--- src/hdl/ogh_pkg.sv ---
// ogh_pkg: shared types, register indexes and the window rule of the
// half-scale occupancy grid block. No dependencies.
package ogh_pkg;

  localparam int MaxWidthDefault = 4096;
  localparam int FifoDepth       = 2;

  // configuration register indexes
  localparam logic [2:0] CfgGridWidth   = 3'd0;
  localparam logic [2:0] CfgGridHeight  = 3'd1;
  localparam logic [2:0] CfgLethalCode  = 3'd2;
  localparam logic [2:0] CfgFreeCode    = 3'd3;
  localparam logic [2:0] CfgUnknownCode = 3'd4;

  typedef enum logic [1:0] {
    OP_SKIP,
    OP_STORE,
    OP_LEFT,
    OP_EMIT
  } cmd_op_e;

  // one classified input cell on its way from front to back
  typedef struct packed {
    cmd_op_e    op;
    logic [7:0] cost;
    logic       bank_odd;
    logic       row_end;
    logic       frame_end;
  } cmd_t;

  typedef struct packed {
    logic [7:0] lethal;
    logic [7:0] free;
    logic [7:0] unknown;
  } codes_t;

  function automatic logic [7:0] window_cost(input logic [7:0] a, input logic [7:0] b,
                                             input logic [7:0] c, input logic [7:0] d,
                                             input codes_t codes);
    logic [7:0] res;
    if (a == codes.lethal || b == codes.lethal || c == codes.lethal || d == codes.lethal) begin
      res = codes.lethal;
    end else if (a == codes.free || b == codes.free || c == codes.free ||
                 d == codes.free) begin
      res = codes.free;
    end else if (a == codes.unknown && b == codes.unknown && c == codes.unknown &&
                 d == codes.unknown) begin
      res = codes.unknown;
    end else begin
      res = a;
    end
    return res;
  endfunction

endpackage

--- src/hdl/ogh_front.sv ---
// ogh_front: raster counters and cell classification for the half-scale grid.
// Depends on ogh_pkg.
module ogh_front import ogh_pkg::*; #(
  parameter int MAX_WIDTH = MaxWidthDefault,
  localparam int ColW = (MAX_WIDTH > 4) ? $clog2(MAX_WIDTH) : 2,
  localparam int AddrW = ColW - 1
) (
  input  logic             clk_i,
  input  logic             rst_ni,
  input  logic             in_valid_i,
  input  logic             full_i,
  input  logic [7:0]       cell_in_i,
  input  logic [12:0]      grid_width_i,
  input  logic [15:0]      grid_height_i,
  output logic             push_o,
  output cmd_t             cmd_o,
  output logic [AddrW-1:0] addr_o
);

  logic [ColW-1:0] col_q, col_d;
  logic [15:0]     row_q, row_d;
  logic [31:0]     w_sat;
  logic [ColW:0]   w_eff, last_out_col, col_ext;
  logic [15:0]     h_eff, last_out_row;
  logic            accept, line_end, last_row, re;

  always_comb begin
    if (grid_width_i < 13'd2) begin
      w_sat = 32'd2;
    end else if (32'(grid_width_i) > 32'(MAX_WIDTH)) begin
      w_sat = 32'(MAX_WIDTH);
    end else begin
      w_sat = 32'(grid_width_i);
    end
  end

  assign w_eff        = w_sat[ColW:0];
  assign h_eff        = (grid_height_i < 16'd2) ? 16'd2 : grid_height_i;
  assign col_ext      = {1'b0, col_q};
  assign last_out_col = {w_eff[ColW:1], 1'b0} - {{ColW{1'b0}}, 1'b1};
  assign last_out_row = {h_eff[15:1], 1'b0} - 16'd1;
  assign line_end     = col_ext >= (w_eff - {{ColW{1'b0}}, 1'b1});
  assign last_row     = row_q >= (h_eff - 16'd1);
  assign re           = col_ext == last_out_col;
  assign accept       = in_valid_i && !full_i;

  always_comb begin
    cmd_o.cost      = cell_in_i;
    cmd_o.bank_odd  = col_q[0];
    cmd_o.row_end   = re;
    cmd_o.frame_end = re && (row_q == last_out_row);
    if (!row_q[0]) begin
      cmd_o.op = OP_STORE;
    end else if (!col_q[0]) begin
      cmd_o.op = OP_LEFT;
    end else if (col_ext < w_eff) begin
      cmd_o.op = OP_EMIT;
    end else begin
      cmd_o.op = OP_SKIP;
    end
  end

  assign addr_o = col_q[ColW-1:1];
  assign push_o = accept && (cmd_o.op != OP_SKIP);

  always_comb begin
    col_d = col_q;
    row_d = row_q;
    if (accept) begin
      if (line_end) begin
        col_d = '0;
        row_d = last_row ? 16'd0 : row_q + 16'd1;
      end else begin
        col_d = col_q + {{(ColW-1){1'b0}}, 1'b1};
      end
    end
  end

  always_ff @(posedge clk_i or negedge rst_ni) begin
    if (!rst_ni) begin
      col_q <= '0;
      row_q <= '0;
    end else begin
      col_q <= col_d;
      row_q <= row_d;
    end
  end

endmodule

--- config.mk ---
export PLATFORM = sky130hd
export DESIGN_NAME = ogh_front
export DESIGN_NICKNAME = d
export VERILOG_FILES = /design/src/hdl/ogh_pkg.sv /design/src/hdl/ogh_front.sv
export SDC_FILE = /design/constraint.sdc
export NUM_CORES = 1
export LEC_CHECK = 0
export BUFFER_PORTS_ARGS = -buffer_cell sky130_fd_sc_hd__clkbuf_2
export CAP_MARGIN = 20
export CORE_MARGIN = 2
export CORE_UTILIZATION = 37
export DETAILED_ROUTE_END_ITERATION = 7
export PLACE_DENSITY = 0.66
export SLEW_MARGIN = 10
export SYNTH_ARGS = -nofsm -noshare
export SYNTH_HDL_FRONTEND = slang
export SYNTH_SLANG_ARGS = --single-unit
--- constraint.sdc ---
create_clock -name clk_i -period 3.7 [get_ports clk_i]
set_input_delay 0.37 -clock clk_i [delete_from_list [all_inputs] [get_ports clk_i]]
set_output_delay 0.37 -clock clk_i [all_outputs]
set_load 0.01 [all_outputs]
==> results by group <==
Outcome
  • Run status: finished, final reports clean

Cells and area
  • Share of cells above drive strength 1: 0.268
  • Syn-to-layout area delta: 23.7%
  • Most frequent cells in the layout: buf_4 (68), nor2_1 (47), clkbuf_2 (44), ha_1 (43), nand2_1 (35)
  • Final net count: about 700
  • Multi-input logic area: 3330 um2
  • Sequential cell area: roughly 700 um2
  • Commonest non-fill, non-tap cell in the layout: buf_4
  • FILL cells: about 1100
  • Antenna cells: 0

Timing
  • Max-slew violations: 0
  • TNS Setup: 0 ns
  • Slew HR: 0.470
  • Worst slew pin tran: 0.793 ns
  • Fmax: between 0.2 and 0.3 GHz
  • Clk_skew: between 0.007 and 0.008 ns
  • Hold_ws: 0.124 ns
  • Final min period: between 3 and 4 ns
  • Setup Viol. Count Final: 0
  • Final Hold Viols: 0
  • RSZ-0062 raised after global routing: true
  • Final Cycle Share: 0.987

Yosys
  • Simple-gate share of the synthesized area: 0.278
  • Cell taking the most area after synthesis: dfrtp_1
  • Sequential-to-total area share from yosys stat: 0.169
  • Top FF cell, synth: dfrtp_1
  • Compound-cell area share of the yosys netlist: 0.225
  • Synth Area in XOR/XNOR: 0.101
  • Largest family of logic cells by synthesized area: simple AND/OR/NAND/NOR gates
  • Largest cells by area after synthesis: dfrtp_1 (17%), ha_1 (14%), xnor2_1 (5.9%), nor2_1 (4.6%), xor2_1 (4.2%)
  • Syn Area/Cell: just over 8 um2
  • Async SR Flop Fraction: 1.00
  • Post-Syn Area: around 4100 um2
  • Post-synth EDFFs: 0
  • Post-Synth Adder-Cell Area: 0.142
  • Syn. warnings: 0
  • Syn Inst Count: around 510
  • Synth unique cells: around 70
  • Synthesized flop and latch total: 28
  • Post-synthesis mux area share: 0.0253
  • Net count after synthesis: ~600
  • Post-synth top area share: 0.169

Floorplan
  • Die height: between 100 and 150 um
  • Number of I/O pins: 66
  • Die area: 12100 um2
  • Die Wd: 110 um
  • Starting density of the core: 0.381
  • Core area: 10900 um2
  • Rows: 38

Routing
  • WL per Instance: between 10 and 15 um
  • Antenna Violating Nets Remaining: 0
  • Initial DRC count: approximately 220
  • Total Wirelength: between 10000 and 15000 um
  • First-pass iteration count of the detailed router: 5
  • DRC viols: 0
  • Vias per cell: roughly 5.6
  • Vias: about 4100

Clocking
  • TritonCTS clock tree: done
  • H-tree levels: 1
  • Clk pin slew, worst setup/hold paths: roughly 0.10 ns
  • Clk sinks: 28
  • Clk root buf: clkbuf_8
  • Total CTS buffers: 3
  • Max clock buf depth: 2
  • Clock Latency Late Sink: between 0.2 and 0.3 ns
  • Hold_buf cts: 0

Pwr
  • Pleak: approximately 2.3 nW
  • Reg power frac: 0.362
  • Switching power: 450 uW
  • Pint: 694 uW
  • Switching Fraction: 0.394
  • Clock network power share: 0.164
  • Peak supply drop: 0.123 mV
  • Comb power frac: 0.474
  • P per Cell Area: 223 nW/um2

Placement
  • Placer Congestion: around 0.87
  • Buffers added on ports: 49
  • HPWL after DPL: between 8000 and 9000 um

Run
  • Max-Cap Viols: 0

GRT
  • Pin count of the biggest net entering global routing: 29
  • GRT overflow: 0
  • Total GRT Usage: 0.188
  • Antenna violations before repair: 0
  • First-pass GRT wire length: approximately 18000 um
  • Vias in the first global route: 4032

Critical path
  • Crit-path max FO: 3
  • Startpoint Class: input pin
  • CP max stage cell: a2111oi_4
  • Worst Path Required: ~3.3 ns
  • Max incr delay on CP: between 0.4 and 0.5 ns
  • Kind of critical path: input pin to output port
  • CP arrival: approximately 3.3 ns
  • Critical Path Sink Type: output port
  • CP Cell Sequence: buf_8, nor3_4, and3_4, nand3_2, a21o_4, ha_4, xnor2_2, a2111o_1, a31oi_1, o311a_1, o211ai_1, a2111oi_4, and4_1, buf_2

Min path
  • Min-Delay Path Class: input pin to async pin
-- worst max-delay path: cells and delay by family --
family                     cells  cell delay (ns)
AOI/OAI and AO/OA              6             1.59
xor gates and xnor gates       1             0.12
adders and majority gates      1             0.23
buffers and inverters          2             0.23
and+or+nand+nor                4             0.73
-- worst paths after layout --
check / start / end / slack, ns / depth (start not counted)
min reg2reg: row_q[15]$_DFFE_PN0P_ / row_q[15]$_DFFE_PN0P_ / 0.60 / 1
min in group clk_i: in_valid_i / col_q[1]$_DFFE_PN0P_ / 0.53 / 4
max reg2reg: col_q[0]$_DFFE_PN0P_ / row_q[5]$_DFFE_PN0P_ / 1.18 / 11
max in group asynchronous: rst_ni / row_q[15]$_DFFE_PN0P_ / 3.12 / 1
min: rst_ni / col_q[1]$_DFFE_PN0P_ / 0.12 / 1
max: grid_width_i[9] / cmd_o[0] / 0.05 / 14
-- cell families after synthesis --
| group | count (synthesis) |
|---|---|
| simple gates | 205 |
| compound gates | 126 |
| buf+inv | 50 |
| xor+xnor | 48 |
| fa+ha+maj | 47 |
| flops | 28 |
| mux | 10 |
-- stage by stage --
stage | cell area, um2 | util | total power [mW] | instances | worst slack, ns
after floorplan | 4210 | - | 0.742 | 514 | -0.0639
after global placement | 4930 | 0.453 | 0.921 | 737 | -0.156
after detailed placement | 4930 | 0.453 | 0.936 | 737 | -0.221
after CTS | 4990 | 0.459 | 1.13 | 741 | 0.0240
after global routing | 5130 | 0.471 | 1.23 | 744 | -0.0298
final | 5130 | 0.471 | 1.14 | 744 | 0.0463
-- area by class of cell --
class,count,area share
multi-input combinational,436,0.649
tap,140,0.0341
timing repair buffer,118,0.157
sequential,28,0.137
inverter,18,0.0132
clock buffer,4,0.0107
-- synth_stat cells, drive strengths merged, types with 15 or more instances --
cell	n
nand3	22
a21oi	24
ha	47
xnor2	28
buf	22
nor4	15
dfrtp	28
xor2	20
nor2	51
o21ai	28
nand2	35
nor2b	20
inv	18
-- timing repair --
action / CTS / global route
setup buffers: 0 / 3
resized for setup: 2 / 29
pin swaps: 0 / 18
setup endpoints to repair: 4 / 24
-- sequential cells by signal, indices dropped and copies added (netlist names) --
register	count
row_q	16
col_q	12
-- power groups by stage --
| stage | Sequential [mW] | Combinational, mW | Clock, mW |
|---|---|---|---|
| 3_3_place_gp | 0.412 | 0.509 | 0 |
| 6_report | 0.414 | 0.542 | 0.187 |
| 3_5_place_dp | 0.415 | 0.521 | 0 |
| 5_1_grt | 0.422 | 0.608 | 0.203 |
| 4_1_cts | 0.409 | 0.526 | 0.193 |
| 2_1_floorplan | 0.404 | 0.338 | 0 |
-- routing by layer --
| metal | wire length (um) | vias to the layer above | share of wire | track usage |
|---|---|---|---|---|
| met5 | 0 | - | 0 | 0 |
| met4 | 248 | 0 | 0.022 | 0.0660 |
| met3 | 427 | 20 | 0.038 | 0.0119 |
| met2 | 5500 | 110 | 0.49 | 0.336 |
| met1 | 4970 | 1943 | 0.45 | 0.236 |
| li1 | - | 2067 | - | - |
Power figures use the tool's default switching activity.
