===== config.mk =====
export PLATFORM = sky130hd
export DESIGN_NAME = ogh_fifo
export DESIGN_NICKNAME = d
export VERILOG_FILES = /design/src/hdl/ogh_pkg.sv /design/src/hdl/ogh_fifo.sv
export SDC_FILE = /design/constraint.sdc
export NUM_CORES = 1
export LEC_CHECK = 0
export BUFFER_PORTS_ARGS = -buffer_cell sky130_fd_sc_hd__buf_2
export CAP_MARGIN = 20
export CORE_ASPECT_RATIO = 1.1
export CORE_UTILIZATION = 45
export DETAILED_ROUTE_END_ITERATION = 8
export PLACE_DENSITY = 0.7
export SETUP_SLACK_MARGIN = 0.3
export SYNTH_ARGS = -nofsm -noshare
export SYNTH_HDL_FRONTEND = slang
export SYNTH_SLANG_ARGS = --single-unit
export TNS_END_PERCENT = 50

===== constraint.sdc =====
create_clock -name clk_i -period 2 [get_ports clk_i]
set_input_delay 0.2 -clock clk_i [delete_from_list [all_inputs] [get_ports clk_i]]
set_output_delay 0.2 -clock clk_i [all_outputs]
set_load 0.005 [all_outputs]

===== src/hdl/ogh_pkg.sv =====
// ogh_pkg: shared types, register indexes and the window rule of the
// half-scale occupancy grid block. No dependencies.
package ogh_pkg;

  localparam int MaxWidthDefault = 4096;
  localparam int FifoDepth       = 2;

  // configuration register indexes
  localparam logic [2:0] CfgGridWidth   = 3'd0;
  localparam logic [2:0] CfgGridHeight  = 3'd1;
  localparam logic [2:0] CfgLethalCode  = 3'd2;
  localparam logic [2:0] CfgFreeCode    = 3'd3;
  localparam logic [2:0] CfgUnknownCode = 3'd4;

  typedef enum logic [1:0] {
    OP_SKIP,
    OP_STORE,
    OP_LEFT,
    OP_EMIT
  } cmd_op_e;

  // one classified input cell on its way from front to back
  typedef struct packed {
    cmd_op_e    op;
    logic [7:0] cost;
    logic       bank_odd;
    logic       row_end;
    logic       frame_end;
  } cmd_t;

  typedef struct packed {
    logic [7:0] lethal;
    logic [7:0] free;
    logic [7:0] unknown;
  } codes_t;

  function automatic logic [7:0] window_cost(input logic [7:0] a, input logic [7:0] b,
                                             input logic [7:0] c, input logic [7:0] d,
                                             input codes_t codes);
    logic [7:0] res;
    if (a == codes.lethal || b == codes.lethal || c == codes.lethal || d == codes.lethal) begin
      res = codes.lethal;
    end else if (a == codes.free || b == codes.free || c == codes.free ||
                 d == codes.free) begin
      res = codes.free;
    end else if (a == codes.unknown && b == codes.unknown && c == codes.unknown &&
                 d == codes.unknown) begin
      res = codes.unknown;
    end else begin
      res = a;
    end
    return res;
  endfunction

endpackage


===== src/hdl/ogh_fifo.sv =====
// ogh_fifo: short command queue between front and back.
// Depends on ogh_pkg for its default depth.
module ogh_fifo import ogh_pkg::*; #(
  parameter int DW    = 8,
  parameter int DEPTH = FifoDepth,
  localparam int PtrW = (DEPTH > 2) ? $clog2(DEPTH) : 1
) (
  input  logic          clk_i,
  input  logic          rst_ni,
  input  logic          push_i,
  input  logic [DW-1:0] push_data_i,
  input  logic          pop_i,
  output logic          valid_o,
  output logic          full_o,
  output logic [DW-1:0] pop_data_o
);

  logic [DW-1:0]   mem_q [DEPTH];
  logic [PtrW-1:0] wr_q, wr_d, rd_q, rd_d;
  logic [PtrW:0]   cnt_q, cnt_d;

  assign valid_o    = cnt_q != '0;
  assign full_o     = cnt_q == (PtrW+1)'(DEPTH);
  assign pop_data_o = mem_q[rd_q];

  always_comb begin
    wr_d  = wr_q;
    rd_d  = rd_q;
    cnt_d = cnt_q;
    if (push_i) begin
      wr_d = (wr_q == PtrW'(DEPTH - 1)) ? '0 : wr_q + {{(PtrW-1){1'b0}}, 1'b1};
    end
    if (pop_i) begin
      rd_d = (rd_q == PtrW'(DEPTH - 1)) ? '0 : rd_q + {{(PtrW-1){1'b0}}, 1'b1};
    end
    if (push_i && !pop_i) begin
      cnt_d = cnt_q + {{PtrW{1'b0}}, 1'b1};
    end else if (pop_i && !push_i) begin
      cnt_d = cnt_q - {{PtrW{1'b0}}, 1'b1};
    end
  end

  always_ff @(posedge clk_i) begin
    if (push_i) begin
      mem_q[wr_q] <= push_data_i;
    end
  end

  always_ff @(posedge clk_i or negedge rst_ni) begin
    if (!rst_ni) begin
      wr_q  <= '0;
      rd_q  <= '0;
      cnt_q <= '0;
    end else begin
      wr_q  <= wr_d;
      rd_q  <= rd_d;
      cnt_q <= cnt_d;
    end
  end

endmodule


==> flow_summary.ini, run 1 <==
[floorplan]
dieArea_um2 = 1890
die_width_um = 41.5
ios = 22
core_um2 = 1600
die_y_um = 45.5
row_count = 15
start_util_pct = 48.5

[setup_path]
endpoint_kind = primary output
timing.rr.end = mem_q[0][5]
r2r-start = wr_q
ff2ff_path_depth = 1
path_cells = mux2_2 > buf_2
critPathBufInv = 1
cp-start-kind = flop
crit_type = reg2out
cp_num_cells = 2
critical_path_arrival_ns = 1.39
path_delay_family = flip-flops
critPathMaxStageDelay_ns = 0.60
rrSetupSlack_ns = 0.66
worstPathRequired_ns = 1.80
slowest_stage = dfrtp_1
cp_max_fo = 9

[global_routing]
grt-ovfl-total = 0
grt_pass1_vias = 401
antenna_found_initial = 0
grt.total_usage_pct = 13.6
grt_max_degree = 13
grt_pass1_wl_um = 1790

[placement]
numPortBuffers = 21
pre_cts_slack_ns = 0.650
dpl.hpwl_um = 835
placed_area_um2 = 888
gp_congestion = 0.649

[worst_hold_path]
min_from = push_data_i[7]
worst_hold_path_type = in2reg
min_to = mem_q[0][7]
hold-path-cell-count = 1

[detailed_routing]
drtAntennaViolNets = 0
vias = 395
drt-initial-drc-count = 0
wl_um = 1100
firstDrtPassIters = 1
via_per_inst = 4.76
drc = 0
wl_per_cell_um = 13.3

[power_and_ir_drop]
p_per_area_nw_per_um2 = 1340
peakVddDrop_uv = 698
power_mw = 1.28
p_leak_nw = 0.391

[synth]
synth_area_leader_cell = edfxtp_1
synth.net_count = 54
synthCells = 41
ys_types = 13
ys_seq_area_share_pct = 75.1
synth.avg_cell_area_um2 = 18.9
synth_area_leaders = edfxtp_1, dfrtp_1, mux2_2
synth_warnings = 0
syn_area_um2 = 773
ys_ff_latch = 20
synth.top_cell.area_share_pct = 62.1

[flow_run]
max-cap-violations = 0

[sta]
period_share_pct = 79.4
slew_violations = 0
rsz0062_at_grt = no
fmax_mhz = 630
fin_crit_ns = 1.59
worst_pin_slew_ns = 0.690
relSlewSlack_pct = 53.9
worst_clock_skew_ns = 0.0140
layout_setup_ws_ns = 0.412
setup_viol = 0
setup-tns-final_ns = 0
hold_violations = 0

[clock_network]
htree_levels = 1
cts_resized = 0
clk_pin_slew_ns = 0.12
clkLatencyLatePin_ns = 0.30
post-cts-setup-buffers = 0
numClockSinks = 20
cts_tree = built
numCtsBuffers = 3
clockBufferDepth = 2
clockRootBuffer = clkbuf_4

[finish]
layout-drive-gt1-share_pct = 53.0
antenna_cells = 0
final_cell_mix = buf_2, edfxtp_1, mux2_2
multi_input_area_um2 = 178
seq_area_um2 = 581
areaGrowthSynthToFinish_pct = 23.0
layout.nets = 80
n_fill_cell = 130
final_area_um2 = 951
final_common_cell = buf_2

[outcome]
status = completed
[per-layer routing]
metal	vias up	part of all wire, %	global-route usage, %
li1	196	-	-
met1	186	42	15.9
met2	13	55	24.1
met3	0	3.4	3.57
met4	0	0	5.81
met5	-	0	0
[synth_stat cells]
master and instances:
and2_1 1, and2b_2 1, buf_6 1, dfrtp_1 4
edfxtp_1 16, ha_1 1, inv_1 1, mux2_2 8
nor2_1 1, nor2b_1 1, or2_2 1, xnor2_1 1
xor2_1 4
[state kept, by name, indices dropped and copies added, names as in the netlist]
register  count
cnt_q         2
rd_q          1
wr_q          1
mem_q        16
[timing repair]
item / CTS / global route
endpoints found under the setup margin: 0 / 0
hold endpoints to repair: 4 / 0
hold buffers: 1 / 0
[cell families (layout without fill, tap and decap cells)]
kind of cell  after synthesis  in the layout  share of synthesized area [%]
mux                         8              8                           11.7
fa+ha+maj                   1              1                           1.62
flops                      20             20                           75.1
buf+inv                     2             27                           1.94
xor+xnor                    5              5                           5.66
simple gates                5              5                           4.05
[report_power, final]
part           internal, mW  switching, mW  total (mW)
Clock                 0.202          0.118       0.321
Sequential            0.565         0.0799       0.645
Combinational         0.186          0.124       0.310
Total                 0.954          0.322        1.28
[how the worst max path moves through the flow]
| stage | from | to |
|---|---|---|
| 2_1_floorplan | wr_q | mem_q[0][0] |
| 3_3_place_gp | wr_q | mem_q[0][4] |
| 3_5_place_dp | wr_q | mem_q[0][3] |
| 5_1_grt | rd_q | pop_data_o[4] |
| 6_report | rd_q | pop_data_o[1] |
| 4_1_cts | rd_q | pop_data_o[6] |
[through the flow]
stage	hold slack, ns	util (%)	std cells
after floorplan	-0.0956	-	41
after global placement	0.0121	55.7	78
after detailed placement	0.0130	55.7	78
after CTS	0.0777	59.6	83
after global routing	0.0549	59.6	83
final	0.0842	59.6	83
[final cells by class]
| class | count | share of cell area (%) |
|---|---|---|
| Timing Repair Buffer | 22 | 12.1 |
| Clock buffer | 3 | 2.37 |
| Tap cell | 17 | 2.24 |
| Multi-Input combinational cell | 19 | 18.7 |
| Inverter | 1 | 0.395 |
| Sequential cell | 20 | 61.1 |
| Clock inverter | 1 | 3.16 |
(Power assumes the default switching activity.)
==> run 2: changes to the inputs <==
==> constraint.sdc (replaced) <==
create_clock -name clk_i -period 1.5 [get_ports clk_i]
set_input_delay 0.15 -clock clk_i [delete_from_list [all_inputs] [get_ports clk_i]]
set_output_delay 0.15 -clock clk_i [all_outputs]
set_load 0.005 [all_outputs]
==> run 2 against run 1 <==
Sequential share of layout area fell by 2.4 points. Utilization rose by 2.6 points. Non-clock buffer count rose by 6. Cell area rose by 4.3%. Die area did not move. Clock power fell by 28%. First-iteration DRC count did not move. Combinational power rose by 98%. Critical path type unchanged. Critical endpoint is now pop_data_o[5]. Largest cell class unchanged. Highest routed layer unchanged.
==> flow_summary.ini, run 2 (same netlist as run 1, synthesis figures left out) <==
[outcome]
status = completed

[power_and_ir_drop]
power_frac_clock_pct = 13.8
internal_power_mw = 1.24
switching_share_pct = 25.9
seq_power_share_pct = 49.5
peakVddDrop_uv = 819
p_comb_share_pct = 36.7
p_per_area_nw_per_um2 = 1690
power_switching_mw = 0.435
p_leak_nw = 0.423

[detailed_routing]
wl_per_cell_um = 12.0
drt-initial-drc-count = 0
vias = 426
firstDrtPassIters = 1
drc = 0
wl_um = 1050
via_per_inst = 4.84
drtAntennaViolNets = 0

[global_routing]
grt_pass1_wl_um = 1790
grt_pass1_vias = 418
grt-ovfl-total = 0
grt_max_degree = 11
grt.total_usage_pct = 12.7
antenna_found_initial = 0

[clock_network]
numCtsBuffers = 3
clockRootBuffer = clkbuf_4
clkLatencyLatePin_ns = 0.28
htree_levels = 1
clk_pin_slew_ns = 0.09
cts_tree = built
clockBufferDepth = 2
numClockSinks = 20

[setup_path]
cp_max_fo = 4
cp-start-kind = flop
crit_type = reg2out
critical_path_arrival_ns = 1.26
endpoint_kind = primary output
worstPathRequired_ns = 1.35

[sta]
relSlewSlack_pct = 75.9
worst_clock_skew_ns = 0.00243
setup_viol = 0
worst_pin_slew_ns = 0.362
fmax_mhz = 709
rsz0062_at_grt = yes
hold_violations = 0
fin_crit_ns = 1.41
setup-tns-final_ns = 0
slew_violations = 0
period_share_pct = 94.1

[finish]
final_cell_mix = buf_2, edfxtp_1, mux2_2
final_common_cell = buf_2
reg.largest.list = mem_q (16), cnt_q (2)
n_fill_cell = 125
final_area_um2 = 992
areaGrowthSynthToFinish_pct = 28.3
fin_cells = 88
antenna_cells = 0
layout.nets = 86
final_util_pct = 62.2
top_register = mem_q
largest_register_ffs = 16
layout-drive-gt1-share_pct = 57.7

[floorplan]
die_width_um = 41.5
dieArea_um2 = 1890
start_util_pct = 48.5
die_y_um = 45.5
core_um2 = 1600
ios = 22
row_count = 15

[placement]
dp_cells = 79
numPortBuffers = 21
dpl.hpwl_um = 750
gp_congestion = 0.655
placed_area_um2 = 896

[worst_hold_path]
worst_hold_path_type = in2reg

[flow_run]
max-cap-violations = 0
[run 2: cell count changes in the layout (fill, tap and decap cells not counted), sizes merged]
| cell | delta |
|---|---|
| bufinv | -1 |
| buf | +6 |
[run 2: routing by layer]
metal	wire (um)	vias to the layer above	global-route usage [%]
li1	-	210	-
met1	502	203	16.3
met2	515	13	22.2
met3	34	0	2.38
met4	0	0	3.87
met5	0	-	0
[run 2: area by class of cell]
class / instances / area (um2) / share of cell area (%)
Sequential cell: 20 / 582 / 58.6
Multi-Input combinational cell: 19 / 189 / 19.0
Timing Repair Buffer: 28 / 174 / 17.5
Clock buffer: 3 / 22.5 / 2.27
Tap cell: 17 / 21.3 / 2.14
Inverter: 1 / 3.75 / 0.378
[run 2: through the flow]
step	worst slack [ns]	hold slack [ns]	total power [mW]
after CTS	0.0995	0.0424	1.63
final	0.0892	0.0518	1.67
after detailed placement	0.281	-0.0361	1.29
after global routing	0.0409	0.0314	1.77
after global placement	0.297	-0.0381	1.28
after floorplan	0.338	-0.146	1.13
[run 2: timing repair]
action	in CTS	in global routing
endpoints found under the hold margin	4	0
setup endpoints to repair	10	10
pin swaps	0	0
gates resized for setup	5	4
setup buffers	4	1
hold buffers	1	0
[run 2: final timing paths]
check | startpoint | endpoint | slack (ns) | cells past startpoint
max reg2reg | rd_q | rd_q | 0.43 | 4
min | push_data_i[2] | mem_q[0][2] | 0.05 | 1
max in group asynchronous | rst_ni | rd_q | 1.16 | 2
min reg2reg | wr_q | wr_q | 0.49 | 1
max | rd_q | pop_data_o[5] | 0.09 | 3
min in group asynchronous | rst_ni | cnt_q[1] | 0.20 | 2
[run 2: critical path, cell delays in order (launching register included)]
cell	delay, ns
dfrtp_2	0.44
buf_6	0.14
mux2_4	0.29
buf_6	0.11
[run 2: power by group through the flow]
stage          combinational (mW)  clock (mW)  sequential, mW
2_1_floorplan               0.321           0           0.813
3_3_place_gp                0.418           0           0.864
3_5_place_dp                0.422           0           0.869
4_1_cts                     0.566       0.241           0.827
5_1_grt                     0.663       0.263           0.846
6_report                    0.615       0.230           0.829
